===== src/tempo_ratio_classifier_assert.svh =====
// assertion macros shared by the tempo ratio classifier rtl
`ifndef TEMPO_RATIO_CLASSIFIER_ASSERT_SVH
`define TEMPO_RATIO_CLASSIFIER_ASSERT_SVH

// plain implication checked on every edge outside reset
`define TRC_ASSERT(lbl, clk, rst_n, prop, msg) \
  lbl: assert property (@(posedge clk) disable iff (!rst_n) (prop)) else $error(msg);

// consequence checked in the cycle after the antecedent
`define TRC_ASSERT_NEXT(lbl, clk, rst_n, ante, cons, msg) \
  lbl: assert property (@(posedge clk) disable iff (!rst_n) (ante) |=> (cons)) else $error(msg);

`endif


===== src/trc_pkg.sv =====
// types, constants and tables of the tempo ratio classifier
package trc_pkg;

  localparam int DVD_W     = 55;  // (hi << 24) dividend
  localparam int DVS_W     = 31;  // positive tempo magnitude
  localparam int DEV_W     = 55;
  localparam int PQ_W      = 7;   // holds up to 127
  localparam int CAND_W    = 31;
  localparam int CFG_IDX_W = 4;
  localparam int CFG_DAT_W = 32;

  localparam logic [CFG_IDX_W-1:0] CFG_MAX_DEVIATION = 4'd0;
  localparam logic [CFG_IDX_W-1:0] CFG_MAX_RATIO     = 4'd1;

  localparam logic [24:0] MAX_DEV_RESET   = 25'd335544;
  localparam logic [4:0]  MAX_RATIO_RESET = 5'd8;
  localparam logic [24:0] DEV_ONE         = 25'h1000000;
  localparam logic [16:0] STRENGTH_ONE    = 17'h10000;
  localparam int          STR_STEPS       = 20;

  typedef struct packed {
    logic signed [31:0] tempo_a;
    logic signed [31:0] tempo_b;
  } trc_in_t;

  typedef struct packed {
    logic        matched;
    logic        exact;
    logic [14:0] ratio_num;
    logic [14:0] ratio_den;
    logic [24:0] deviation;
    logic [16:0] strength;
  } trc_out_t;

  // row token moving along the cell chain
  typedef struct packed {
    logic             valid;
    logic             have;
    logic [DEV_W-1:0] dev;
    logic [PQ_W-1:0]  p;
    logic [PQ_W-1:0]  q;
  } trc_tok_t;

  typedef enum logic [3:0] {
    S_IDLE, S_CLASS, S_DIVR_GO, S_DIVR, S_SEARCH, S_JUDGE, S_STR,
    S_GCD, S_DIVN_GO, S_DIVN, S_DIVD_GO, S_DIVD, S_EMIT
  } trc_state_t;

  // round(2^32 * exp(-200 * 2^k / 2^24))
  localparam logic [31:0] STR_F [STR_STEPS] = '{
    32'd4294916096, 32'd4294864897, 32'd4294762501, 32'd4294557716,
    32'd4294148174, 32'd4293329208, 32'd4291691746, 32'd4288418693,
    32'd4281880076, 32'd4268832733, 32'd4242857198, 32'd4191379343,
    32'd4090289770, 32'd3895366193, 32'd3532943729, 32'd2906120241,
    32'd1966379316, 32'd900274053,  32'd188707693,  32'd8291237
  };

endpackage


===== src/trc_cell.sv =====
// one denominator of the search: holds p*2^24/q and refines the row best
module trc_cell #(
  parameter int Q = 1
) (
  input  logic                      clk,
  input  logic                      rst_n,
  input  logic                      load,
  input  logic                      enable,
  input  logic [trc_pkg::DEV_W-1:0] ratio,
  input  trc_pkg::trc_tok_t         tok_in,
  output trc_pkg::trc_tok_t         tok_out
);

  localparam logic [trc_pkg::CAND_W-1:0] BASE_Q = trc_pkg::CAND_W'((1 << 24) / Q);
  localparam logic [trc_pkg::PQ_W-1:0]   BASE_R = trc_pkg::PQ_W'((1 << 24) % Q);
  localparam logic [trc_pkg::PQ_W-1:0]   QV     = trc_pkg::PQ_W'(Q);

  logic [trc_pkg::CAND_W-1:0] cand_q_r;
  logic [trc_pkg::PQ_W-1:0]   cand_r_r;
  trc_pkg::trc_tok_t          tok_r;
  trc_pkg::trc_tok_t          tok_nxt;
  logic [trc_pkg::PQ_W:0]     r_sum;
  logic [trc_pkg::DEV_W-1:0]  cand_w;
  logic [trc_pkg::DEV_W-1:0]  dev;
  logic                       use_w;

  assign r_sum  = {1'b0, cand_r_r} + {1'b0, BASE_R};
  assign cand_w = trc_pkg::DEV_W'(cand_q_r);
  assign dev    = (ratio >= cand_w) ? ratio - cand_w : cand_w - ratio;
  assign use_w  = tok_in.valid && enable;

  // next row needs (p+1)*2^24/q: add the per-step quotient and carry the remainder
  always_ff @(posedge clk) begin
    if (load) begin
      cand_q_r <= BASE_Q;
      cand_r_r <= BASE_R;
    end else if (use_w) begin
      if (r_sum >= {1'b0, QV}) begin
        cand_q_r <= cand_q_r + BASE_Q + trc_pkg::CAND_W'(1);
        cand_r_r <= trc_pkg::PQ_W'(r_sum - {1'b0, QV});
      end else begin
        cand_q_r <= cand_q_r + BASE_Q;
        cand_r_r <= trc_pkg::PQ_W'(r_sum);
      end
    end
  end

  always_comb begin
    tok_nxt = tok_in;
    if (use_w && (!tok_in.have || dev < tok_in.dev)) begin
      tok_nxt.have = 1'b1;
      tok_nxt.dev  = dev;
      tok_nxt.q    = QV;
    end
  end

  always_ff @(posedge clk) begin
    if (!rst_n) begin
      tok_r <= '0;
    end else begin
      tok_r <= tok_nxt;
    end
  end

  assign tok_out = tok_r;

endmodule


===== config.mk =====
export PLATFORM = sky130hd
export DESIGN_NAME = trc_cell
export DESIGN_NICKNAME = d
export VERILOG_FILES = /design/src/tempo_ratio_classifier_assert.svh /design/src/trc_pkg.sv /design/src/trc_cell.sv
export SDC_FILE = /design/constraint.sdc
export NUM_CORES = 1
export LEC_CHECK = 0
export BUFFER_PORTS_ARGS = -buffer_cell sky130_fd_sc_hd__clkbuf_2
export CAP_MARGIN = 40
export CORE_AREA = 2 2 173 175
export DETAILED_ROUTE_END_ITERATION = 8
export DIE_AREA = 0 0 175 177
export PLACE_DENSITY_LB_ADDON = 0.1
export SKIP_CTS_REPAIR_TIMING = 1
export SLEW_MARGIN = 20
export SYNTH_ARGS = -nofsm -noshare
export SYNTH_HDL_FRONTEND = slang
export SYNTH_SLANG_ARGS = --single-unit

===== constraint.sdc =====
create_clock -name clk -period 10.4 [get_ports clk]
set_input_delay 1.04 -clock clk [delete_from_list [all_inputs] [get_ports clk]]
set_output_delay 1.04 -clock clk [all_outputs]
set_load 0.02 [all_outputs]

### Word level (Yosys, flattened, before mapping)

Cells that the tools add are included.
W data, S select, Z words.

* register bits after elaboration: 109
* input bits: 130
* output and inout bits: 71
* logic and storage cells: 27

* $add $sub $neg: 5
* $lt $le $gt $ge: 3
* mux-type cells: 4
* bitwise logic cells: 1
* reductions and logical operators: 6

Operators by type and width (number)
* $mux W56: 1
* $ge A55 B31 Y1: 1
* $lt A55 B55 Y1: 1
* $mux W55: 1
* $sub A31 B55 Y55: 1
* $sub A55 B31 Y55: 1
* $add A31 B1 Y31 const B: 1
* $add A31 B25 Y31 const B: 1
* $mux W31: 1
* $ge A7 B1 Y1 const B: 1
* $sub A7 B1 Y7 const B: 1
* $logic_and A1 B1 Y1: 2
* $reduce_and A2 Y1: 1
* $reduce_or A2 Y1: 1
* $logic_not A1 Y1: 1
* $logic_or A1 B1 Y1: 1
* $mux W1: 1
* $not A1 Y1: 1

### Depth between registers and ports, before layout

* depth after elaboration: 6
* gate-level depth with buffers: 26

### Worst setup path before layout

OpenSTA, ideal clock, no wires.

* path type: in2reg
* start point: in ratio[20] in the netlist's numbering
* end point: reg tok_r (netlist bit tok_out[24])
* arrival: 5797 ps
* data required time: 10314 ps
* setup slack: 4517 ps
* cell stages on the path: 20
* buffers on the path: 4
* cell sequence: inv_1 -> ha_1 -> clkbuf_1 -> nand4_1 -> or3_1 -> o31ai_2 -> nor3_2 -> and2_1 -> buf_2 -> or3_1 -> and2_1 -> ha_1 -> nand4_1 -> or4_1 -> o21ai_0 -> a21o_1 -> clkbuf_1 -> buf_1 -> nor2_1 -> a211oi_1

* longest elaborated chain between the ends: 6

RTL lines
* from (decl): line trc_cell.sv:9 `input logic [trc_pkg::DEV_W-1:0] ratio,`
* $sub A31 B55 Y55, or another cell as far along: line trc_cell.sv:29 `assign dev = (ratio >= cand_w) ? ratio - cand_w : cand_w - ratio;`
* $mux W55 (*): line trc_cell.sv:29
* $lt A55 B55 Y1: line trc_cell.sv:50 `if (use_w && (!tok_in.have || dev < tok_in.dev)) begin`
* $logic_or A1 B1 Y1: line trc_cell.sv:50
* $logic_and A1 B1 Y1: line trc_cell.sv:50
* $mux W56 (*): line trc_cell.sv:50
* to (signal assigned): line trc_cell.sv:61 `tok_r <= tok_nxt;`
* to (decl): line trc_cell.sv:20 `trc_pkg::trc_tok_t tok_r;`

Mark *: on every way between the ends. The rest lies on a longest branch, timed or not.
A chain may end at the register's enable or synchronous reset.

### Final worst setup path

* start point: in ratio[25] in the netlist's numbering
* end point: reg tok_r (netlist bit tok_out[57])

The elaborated chain is that of the path after synthesis.

==> results by group <==
STA
  – Post-route setup TNS: 0 ns
  – Skew final: 0.0156 ns
  – Least-Margin Pin Slew: 0.796 ns
  – Fmax: 135 MHz
  – Tmin final: 7.39 ns
  – Setup-failing EPs final: 0
  – Slew headroom: 46.6%
  – Unrepaired setup endpoints after global routing: false
  – Setup slack after layout: 3.01 ns
  – Max Slew Vio Count: 0
  – Final Cycle Share: 71.0%
  – Final Hold Vio Count: 0

Clock network
  – CTS max path bufs: 2
  – Worst-path clk slew: 0.08 ns
  – TritonCTS buffer count: 9
  – Clk_lat worst skew: 0.37 ns
  – CTS tree: yes
  – H-tree depth: 3
  – CTS Sinks: 109
  – Root Buffer: clkbuf_16

Layout
  – Area growth, synth to finish: 16.1%
  – Share of cells above drive strength 1: 17.2%
  – Ant. Diodes: 0
  – Final net count: 1750
  – Final instance area: 11700 sq um
  – Final Util: 39.9%

Status
  – Status: complete, no violations

Floorplanning
  – Cell row count: 63
  – Core ar.: 29200 sq um
  – Die Area: 31000 sq um
  – Die width: 175 um
  – Initial core utilization: 34.4%
  – Die height: 177 um
  – IO Count: 201

Setup path
  – CP arrival: 7.71 ns
  – Critical path class: input port to flip-flop
  – CP Launch Type: input port
  – CP endpoint kind: flip-flop
  – Critical Path RT: 10.72 ns
  – Worst-path maximum fanout: 25

Synth
  – Area contributors post-synth: dfxtp_1 22%, ha_1 15%, a21oi_1 5.7%
  – Top cells by count, synth: 135 x inv_1, 129 x nor2_1, 121 x ha_1
  – Synth warn: 0
  – Mean Syn Cell Area: 7.50 sq um
  – Sequential fraction of the synthesis area: 21.7%
  – Mapped cell area: 10100 sq um
  – Biggest area consumer among synthesized cells: dfxtp_1
  – Ys flop type: dfxtp_1
  – Synth top area share: 21.7%
  – Asr flop ratio synth: 0%
  – Syn nets: 1594
  – Post-synth EDFFs: 0
  – #FFs+latches synth: 109
  – Dominant cell by count in the synthesized netlist: inv_1
  – Gate Count Post-Synth: 1341
  – Synth cell types: 78

Placed design
  – DPL Wire Length: 28.1 mm
  – Placer congestion estimate: 0.890
  – Area after DPL: 11400 sq um
  – Port buffer count: 200
  – Dpl ws: 2.57 ns

Routing
  – Max layer used: met4
  – DR vias: 10100
  – WL/cell: 18.1 um
  – WL final: 34.2 mm
  – Via-per-instance ratio: 5.32
  – Residual DRC count: 0
  – Iter 0 DRT Violations: 682
  – Wire length on met3: 1.71 mm
  – Detailed Routing Iterations Pass 1: 5
  – Met2 wire len: 15.1 mm
  – Met1 WL: 16.8 mm
  – Final ANT Viol Nets: 0

Global route
  – Gr usage total: 21.8%
  – Number of global-route vias before repair: 9537
  – Initial antenna violation count: 0
  – Grt total ovfl: 0
  – Largest net degree at the start of global routing: 72
  – First-pass GRT wire length: 53.0 mm

Power and ir drop
  – Peak VDD IR: 0.0785 mV
  – P per Cell Area: 104 nW/um^2
  – Leakage: 0.00532 uW

Job
  – # Max-Cap Violations: 0

Min path
  – Hold/Removal Path Class: flip-flop to flip-flop
[final timing paths]
check	startpoint	slack [ns]	end	depth (start not counted)
worst min-delay path	cand_r_r[1]$_SDFFE_PP0P_	0.52	cand_r_r[1]$_SDFFE_PP0P_	2
worst max-delay path	ratio[25]	3.01	tok_out[57]$_SDFF_PN0_	23
worst max register to register	cand_q_r[25]$_SDFFE_PP0P_	3.40	tok_out[57]$_SDFF_PN0_	21
worst min register to register	cand_r_r[1]$_SDFFE_PP0P_	0.52	cand_r_r[1]$_SDFFE_PP0P_	2
[final cells by class]
class / count / area, sq um
Fill cell: 3119 / 17600
Clock buffer: 9 / 225
Tap cell: 390 / 488
Sequential cell: 109 / 2180
Timing Repair Buffer: 209 / 1110
Multi-Input combinational cell: 1033 / 7100
Inverter: 135 / 507
Clock inverter: 7 / 56.3
[power by group]
part	switching [uW]	total (uW)	internal (uW)	leakage, uW
Combinational	245	394	150	0.00427
Clock	186	353	167	0.000142
Sequential	16.6	463	446	0.000899
Total	448	1210	762	0.00532
[routing by layer]
| layer | GRT usage, % | up-vias |
|---|---|---|
| met2 | 34.7 | 282 |
| met3 | 3.39 | 28 |
| met1 | 30.9 | 4676 |
| li1 | - | 5086 |
| met4 | 5.28 | 0 |
| met5 | 0 | - |
[layout by cell type (no fill, tap or decap), drive strengths merged, types with 9 or more instances in the layout]
cell type | Yosys | layout
o21ai | 66 | 66
nor2b | 10 | 10
o211ai | 11 | 11
nor4 | 18 | 18
nor2 | 129 | 129
a21oi | 116 | 116
o21a | 19 | 19
or3 | 16 | 16
and2 | 18 | 18
or4 | 13 | 13
a211oi | 37 | 37
o31ai | 9 | 9
nor3 | 43 | 43
buf | 11 | 9
nand2 | 97 | 97
nand4 | 45 | 45
xnor2 | 57 | 57
inv | 135 | 137
nand3 | 29 | 29
a21o | 29 | 29
mux2i | 15 | 15
dfxtp | 109 | 109
ha | 121 | 121
xor2 | 20 | 20
and3 | 11 | 11
nand2b | 9 | 9
o311ai | 11 | 11
clkbuf | 53 | 209
[logic make-up after synthesis]
kind of cell,Yosys count,share of synthesized area (%)
AO/OA/AOI/OAI,359,23.6
XOR/XNOR,77,6.71
adder cells (fa/ha/maj),123,15.5
buffers and inverters,199,7.82
flip-flops,109,21.7
multiplexers,16,1.61
AND/OR/NAND/NOR,458,23.1
[state kept, by name, indices dropped and copies added (netlist names)]
name,count
cand_r_r,7
tok_out,71
cand_q_r,31
[worst max-delay path, cell delays in order]
cell and delay, ns:
clkbuf_2 0.09, inv_1 0.04, ha_1 0.53, nand4_1 0.30
nor4_1 0.62, nand4_1 0.38, o21ai_4 0.40, or3_1 0.17
buf_4 0.34, mux2i_1 0.18, a221oi_1 0.52, xnor2_1 0.21
ha_1 0.28, a21oi_1 0.17, o211ai_1 0.13, a211oi_1 0.21
o31ai_1 0.13, a211oi_1 0.42, o21ai_0 0.27, a21oi_2 0.49
buf_4 0.39, o21ai_0 0.11, o21ba_2 0.25
[per-stage QoR]
step	std cells	power [uW]	hold WS, ns
global route	1892	1290	0.547
floorplan	1341	727	0.481
CTS	1891	1230	0.525
detailed placement	1875	865	0.510
finish	1892	1210	0.520
global placement	1872	862	0.503
Power figures use the tool's default switching activity.
