File: config.mk
export PLATFORM = sky130hd
export DESIGN_NAME = trc_div
export DESIGN_NICKNAME = d
export VERILOG_FILES = /design/src/tempo_ratio_classifier_assert.svh /design/src/trc_pkg.sv /design/src/trc_div.sv
export SDC_FILE = /design/constraint.sdc
export NUM_CORES = 1
export LEC_CHECK = 0
export BUFFER_PORTS_ARGS = -buffer_cell sky130_fd_sc_hd__buf_2
export CAP_MARGIN = 20
export CORE_MARGIN = 2
export CORE_UTILIZATION = 39
export CTS_BUF_LIST = sky130_fd_sc_hd__clkbuf_2 sky130_fd_sc_hd__clkbuf_4 sky130_fd_sc_hd__clkbuf_8
export DETAILED_ROUTE_END_ITERATION = 8
export GPL_TIMING_DRIVEN = 0
export SETUP_SLACK_MARGIN = 0.3
export SYNTH_ARGS = -nofsm -noshare
export SYNTH_HDL_FRONTEND = slang
export SYNTH_SLANG_ARGS = --single-unit
File: constraint.sdc
create_clock -name clk -period 2.9 [get_ports clk]
set_input_delay 0.29 -clock clk [delete_from_list [all_inputs] [get_ports clk]]
set_output_delay 0.29 -clock clk [all_outputs]
set_load 0.02 [all_outputs]
File: src/tempo_ratio_classifier_assert.svh
// assertion macros shared by the tempo ratio classifier rtl
`ifndef TEMPO_RATIO_CLASSIFIER_ASSERT_SVH
`define TEMPO_RATIO_CLASSIFIER_ASSERT_SVH

// plain implication checked on every edge outside reset
`define TRC_ASSERT(lbl, clk, rst_n, prop, msg) \
  lbl: assert property (@(posedge clk) disable iff (!rst_n) (prop)) else $error(msg);

// consequence checked in the cycle after the antecedent
`define TRC_ASSERT_NEXT(lbl, clk, rst_n, ante, cons, msg) \
  lbl: assert property (@(posedge clk) disable iff (!rst_n) (ante) |=> (cons)) else $error(msg);

`endif

File: src/trc_pkg.sv
// types, constants and tables of the tempo ratio classifier
package trc_pkg;

  localparam int DVD_W     = 55;  // (hi << 24) dividend
  localparam int DVS_W     = 31;  // positive tempo magnitude
  localparam int DEV_W     = 55;
  localparam int PQ_W      = 7;   // holds up to 127
  localparam int CAND_W    = 31;
  localparam int CFG_IDX_W = 4;
  localparam int CFG_DAT_W = 32;

  localparam logic [CFG_IDX_W-1:0] CFG_MAX_DEVIATION = 4'd0;
  localparam logic [CFG_IDX_W-1:0] CFG_MAX_RATIO     = 4'd1;

  localparam logic [24:0] MAX_DEV_RESET   = 25'd335544;
  localparam logic [4:0]  MAX_RATIO_RESET = 5'd8;
  localparam logic [24:0] DEV_ONE         = 25'h1000000;
  localparam logic [16:0] STRENGTH_ONE    = 17'h10000;
  localparam int          STR_STEPS       = 20;

  typedef struct packed {
    logic signed [31:0] tempo_a;
    logic signed [31:0] tempo_b;
  } trc_in_t;

  typedef struct packed {
    logic        matched;
    logic        exact;
    logic [14:0] ratio_num;
    logic [14:0] ratio_den;
    logic [24:0] deviation;
    logic [16:0] strength;
  } trc_out_t;

  // row token moving along the cell chain
  typedef struct packed {
    logic             valid;
    logic             have;
    logic [DEV_W-1:0] dev;
    logic [PQ_W-1:0]  p;
    logic [PQ_W-1:0]  q;
  } trc_tok_t;

  typedef enum logic [3:0] {
    S_IDLE, S_CLASS, S_DIVR_GO, S_DIVR, S_SEARCH, S_JUDGE, S_STR,
    S_GCD, S_DIVN_GO, S_DIVN, S_DIVD_GO, S_DIVD, S_EMIT
  } trc_state_t;

  // round(2^32 * exp(-200 * 2^k / 2^24))
  localparam logic [31:0] STR_F [STR_STEPS] = '{
    32'd4294916096, 32'd4294864897, 32'd4294762501, 32'd4294557716,
    32'd4294148174, 32'd4293329208, 32'd4291691746, 32'd4288418693,
    32'd4281880076, 32'd4268832733, 32'd4242857198, 32'd4191379343,
    32'd4090289770, 32'd3895366193, 32'd3532943729, 32'd2906120241,
    32'd1966379316, 32'd900274053,  32'd188707693,  32'd8291237
  };

endpackage

File: src/trc_div.sv
// restoring divider, one quotient bit per cycle
module trc_div (
  input  logic                      clk,
  input  logic                      rst_n,
  input  logic                      start,
  input  logic [trc_pkg::DVD_W-1:0] dividend,
  input  logic [trc_pkg::DVS_W-1:0] divisor,
  output logic                      done,
  output logic [trc_pkg::DVD_W-1:0] quotient
);

  logic [trc_pkg::DVD_W-1:0] dvd_r;
  logic [trc_pkg::DVS_W-1:0] dvs_r;
  logic [trc_pkg::DVS_W-1:0] rem_r;
  logic [5:0]                cnt_r;
  logic                      run_r;
  logic                      done_r;
  logic [trc_pkg::DVS_W:0]   rem_sh;
  logic                      qbit;

  assign rem_sh = {rem_r, dvd_r[trc_pkg::DVD_W-1]};
  assign qbit   = (rem_sh >= {1'b0, dvs_r});

  always_ff @(posedge clk) begin
    if (!rst_n) begin
      run_r  <= 1'b0;
      done_r <= 1'b0;
      cnt_r  <= '0;
    end else begin
      done_r <= 1'b0;
      if (start) begin
        run_r <= 1'b1;
        cnt_r <= 6'(trc_pkg::DVD_W);
      end else if (run_r) begin
        cnt_r <= cnt_r - 6'd1;
        if (cnt_r == 6'd1) begin
          run_r  <= 1'b0;
          done_r <= 1'b1;
        end
      end
    end
  end

  always_ff @(posedge clk) begin
    if (start) begin
      dvd_r <= dividend;
      dvs_r <= divisor;
      rem_r <= '0;
    end else if (run_r) begin
      rem_r <= qbit ? trc_pkg::DVS_W'(rem_sh - {1'b0, dvs_r})
                    : trc_pkg::DVS_W'(rem_sh);
      dvd_r <= {dvd_r[trc_pkg::DVD_W-2:0], qbit};
    end
  end

  assign done     = done_r;
  assign quotient = dvd_r;

endmodule

Word level (Yosys, flattened, before mapping)
Cells that the tools add are included.

$lt $le $gt $ge: 1. Muxes and demuxes: 9. Bitwise operators: 2. $add $sub $neg: 2. Reductions and logical operators: 3. Equal/unequal tests: 1.

Operators by type and width (number): two-way mux 55 bit (2); >= comparator 32 x 31 -> 1 bit (1); two-way mux 31 bit (1); subtractor 31 bit (1); two-way mux 6 bit (2); equality test 6 x 1 -> 1 bit (second input constant) (1); subtractor 6 x 1 -> 6 bit (second input constant) (1); two-way mux 1 bit (4); OR reduction 3 bit (1); inverter 1 bit (2); nonzero test 2 bit (1); OR reduction 2 bit (1).

Logic and storage cells: 25. Register bits: 125. Input bits: 89.

Depth between registers and ports, before layout
Depth after elaboration: 4. Gate-level depth with buffers: 13. Mapped depth without buffers: 11.

Least setup slack after synthesis
Ideal clock, no wire load.

Kind: register to register. Start point: reg dvd_r (netlist bit quotient[54]). End point: reg rem_r[16] (netlist name). Path buffers: 0. Slack: -0.125 ns. Setup time: 0.088 ns. Stages on the path, launching flop included: 12. Clock period less this slack: 3.025 ns. Required time: 2.812 ns. Data arrival time: 2.936 ns. Cell sequence: edfxtp_1 inv_1 ha_1 fa_1 nand2b_1 a21oi_1 o21ai_1 a2111oi_4 or3_4 nand2_4 or3_1 a311oi_2.

Cells in the longest elaborated chain, start to end: 2.

Ends and longest elaborated chain: start, declared (RTL line trc_div.sv:12) `logic [trc_pkg::DVD_W-1:0] dvd_r;`; start signal, assigned (RTL line trc_div.sv:46) `dvd_r <= dividend;`; start signal, assigned (RTL line trc_div.sv:52) `dvd_r <= {dvd_r[trc_pkg::DVD_W-2:0], qbit};`; subtractor 31 bit / >= comparator 32 x 31 -> 1 bit (equally long branches) (RTL line trc_div.sv:50, trc_div.sv:22); two-way mux 31 bit * (RTL line trc_div.sv:50) `rem_r <= qbit ? trc_pkg::DVS_W'(rem_sh - {1'b0, dvs_r})`; end signal, assigned (RTL line trc_div.sv:50); end, declared (RTL line trc_div.sv:14) `logic [trc_pkg::DVS_W-1:0] rem_r;`.

Every way passes the cells marked *; elsewhere a longest branch is shown, timed or not. A chain may end at the register's enable or synchronous reset.

Worst setup path after layout
Start point: reg rem_r[20] (netlist name). End point: reg rem_r[1] (netlist name).

Cells in the longest elaborated chain, start to end: 2.

Ends and longest elaborated chain: >= comparator 32 x 31 -> 1 bit (RTL line trc_div.sv:22) `assign qbit = (rem_sh >= {1'b0, dvs_r});`; two-way mux 31 bit (RTL line trc_div.sv:50).

Every way passes these cells.

==> impl_metrics.env <==
export IMPL_critPathCaptureType="register"
export IMPL_critPathBufInv=4
export IMPL_syn_area_per_cell_um2=10.80
export IMPL_dp_hpwl_um=13130
export IMPL_comb_power_share=0.293
export IMPL_rsz0062_at_grt="true"
export IMPL_cp_common_cell="buf_6"
export IMPL_fin_nets=993
export IMPL_timing_rr_start="rem_r[20]$_SDFFE_PP0P_"
export IMPL_finalNonFillerCells=1109
export IMPL_cts_sinks=125
export IMPL_antenna_found_initial=0
export IMPL_drive_gt1_frac=0.4009
export IMPL_first_pass_iters=7
export IMPL_cp_max_fo=7
export IMPL_slew_viol_final=0
export IMPL_drt_iter0_drc=397
export IMPL_period_minus_slack_ns=2.939
export IMPL_grt_max_degree=34
export IMPL_cp_slowest_cell="dfxtp_1"
export IMPL_wirelength_um=18890
export IMPL_setup_viol=3
export IMPL_grt_pass1_vias=5842
export IMPL_whs_ns=0.03109
export IMPL_drc=0
export IMPL_power_per_cell_area_mw_per_mm2=577.2
export IMPL_layout_cells_most_common="buf_2"
export IMPL_worstPathArrival_ns=3.25
export IMPL_fp_dieH_um=137.7
export IMPL_layout_common_cells="buf_2 (144), edfxtp_1 (86), mux2_2 (56)"
export IMPL_postRouteAntennaNets=0
export IMPL_internal_power_w=0.003526
export IMPL_rows=48
export IMPL_cts_made_buffers=17
export IMPL_clkPwrFrac=0.297
export IMPL_io_buffer_count=144
export IMPL_synth_area_mm2=0.006969
export IMPL_violations="setup timing"
export IMPL_fin_ws_ns=-0.03882
export IMPL_synth_distinct_cells=63
export IMPL_hold_class="in2reg"
export IMPL_synth_seq_area_share=0.4826
export IMPL_skew_ns=0.01306
export IMPL_io_pin_count=145
export IMPL_power_switching_share=0.3431
export IMPL_max_freq_mhz=340.3
export IMPL_synth_seq_cells=125
export IMPL_yosys_warnings=0
export IMPL_gp_congestion=0.8974
export IMPL_clk_pin_slew_ns=0.08
export IMPL_syn_inst=645
export IMPL_synthesis_nets=768
export IMPL_hold_depth=1
export IMPL_core_mm2=0.01736
export IMPL_hold_viol=0
export IMPL_p_leak_nw=3.880
export IMPL_synth_flop_cell="edfxtp_1"
export IMPL_async_flop_share=0
export IMPL_die_w_um=137.7
export IMPL_crit_chain="ha_4, buf_6, a211o_1, a21oi_4, o211ai_1, o21ba_2, buf_6, nor3_4, nor2_4, buf_4, buf_6, o211ai_1, a21oi_1"
export IMPL_clkLatencyLatePin_ns=0.46
export IMPL_power_switching_w=0.001841
export IMPL_start_kind="register"
export IMPL_critPathRequiredTime_ns=3.21
export IMPL_start_util=0.4015
export IMPL_hp_start="divisor[23]"
export IMPL_worstMarginPinSlew_ns=0.8417
export IMPL_clk_path_buf_depth=2
export IMPL_grt_pass1_wl_um=29180
export IMPL_critical_path_top_delay_family="compound AO/OA/AOI/OAI gates"
export IMPL_r2r_end="rem_r[1]$_SDFFE_PP0P_"
export IMPL_r2r_slack_ns=-0.04
export IMPL_synth_edf_count=86
export IMPL_seqPwrFrac=0.409
export IMPL_num_vias=5863
export IMPL_post_drt_wl_per_cell_um=17.04
export IMPL_pre_cts_ws_ns=-0.9263
export IMPL_max_slew_margin=0.4389
export IMPL_cts_root_buf="clkbuf_8"
export IMPL_ir_worst_vdd_mv=0.3068
export IMPL_vias_per_cell=5.287
export IMPL_status="finished, violations left"
export IMPL_cpPeakStageDelay_ns=0.43
export IMPL_htree_num_levels=4
export IMPL_placedCellCount=1015
export IMPL_hold_end="dvs_r[23]$_DFFE_PP_"
export IMPL_rr_worst_depth=13
export IMPL_timing_final_crit_share=1.013
export IMPL_syn2layout_area_growth_pct=33.41
export IMPL_grt_use_total=0.1998
export IMPL_die_area_mm2=0.01895
export IMPL_cts_tree="done"
export IMPL_crit_type="reg2reg"
export IMPL_overflow=0
export IMPL_drv_cap=0
logic make-up after synthesis:
family | share of synthesized area
flip-flops | 0.4826
adder cells (fa/ha/maj) | 0.06212
AO/OA/AOI/OAI | 0.1573
XOR/XNOR | 0.02765
multiplexers | 0.09336
AND/OR/NAND/NOR | 0.1302
buffers and inverters | 0.04686
metal layers:
layer	GRT usage	vias to the layer above	routed length, um
met3	0.03900	19	639
met5	0	-	0
met2	0.3369	125	9700
li1	-	2831	-
met4	0.06873	0	239
met1	0.2558	2888	8314
synthesized netlist by cell type (15+ instances only):
cell,instances,area share
ha_1,33,0.059
o21ai_0,25,0.018
clkbuf_1,22,0.012
dfxtp_1,39,0.11
nor2_1,50,0.027
a311oi_2,16,0.034
nand3_1,15,0.011
mux2_2,56,0.090
inv_1,42,0.023
a21oi_1,33,0.024
nand2_1,57,0.031
edfxtp_1,86,0.37
power groups by stage:
stage	combinational (W)	clock [W]	sequential, W
floorplan	0.000826	0	0.00232
global placement	0.00127	0	0.00223
detailed placement	0.00130	0	0.00223
CTS	0.00149	0.00164	0.00220
global route	0.00170	0.00172	0.00222
finish	0.00157	0.00160	0.00220
through the flow:
step | TNS (ns) | instance area, um2 | utilization | power [W]
2_1_floorplan | 0 | 7049 | - | 0.003147
3_3_place_gp | -64.55 | 8051 | 0.4639 | 0.003499
3_5_place_dp | -49.44 | 8071 | 0.4650 | 0.003530
4_1_cts | 0 | 9124 | 0.5257 | 0.005322
5_1_grt | -1.549 | 9295 | 0.5355 | 0.005638
6_report | -0.04908 | 9298 | 0.5357 | 0.005367
worst max-delay path by stage:
stage	from	slack, ns	end	cells past startpoint
2_1_floorplan	quotient[54]$_DFFE_PP_	0.15	rem_r[10]$_SDFFE_PP0P_	12
3_3_place_gp	start	-1.12	quotient[18]$_DFFE_PP_	5
3_5_place_dp	start	-0.93	quotient[21]$_DFFE_PP_	6
4_1_cts	dvs_r[21]$_DFFE_PP_	0.03	rem_r[29]$_SDFFE_PP0P_	13
5_1_grt	dvs_r[21]$_DFFE_PP_	-0.13	rem_r[1]$_SDFFE_PP0P_	14
6_report	rem_r[20]$_SDFFE_PP0P_	-0.04	rem_r[1]$_SDFFE_PP0P_	13
worst register-to-register path, delay by kind of cell, from the launching register on:
kind	cells	cell delay, ns
buf+inv	4	0.52
compound gates	6	1.19
fa+ha+maj	1	0.24
simple gates	2	0.43
flops	1	0.43
state kept, by name, indices dropped and copies added, names as in the netlist:
register and count:
quotient 55, rem_r 31, dvs_r 31, run_r 1
cnt_r 6, done 1
final cells by class:
class	count	area (um2)
inverters	42	157.7
flip-flops and latches	125	3363
diodes	1	2.502
plain buffers	33	215.2
repair buffers	206	1349
clock buffers	17	234.0
multi-input cells	445	3521
clock inverters	15	173.9
well taps	225	281.5
fillers	1560	8059
repair_timing:
item	in CTS	in global routing
pin swaps	23	18
hold endpoints to repair	30	0
setup buffers	21	7
gates resized for setup	35	37
setup endpoints to repair	87	65
cloned	2	1
hold buffers	30	0
No activity file was read; power rests on OpenSTA's default activity.
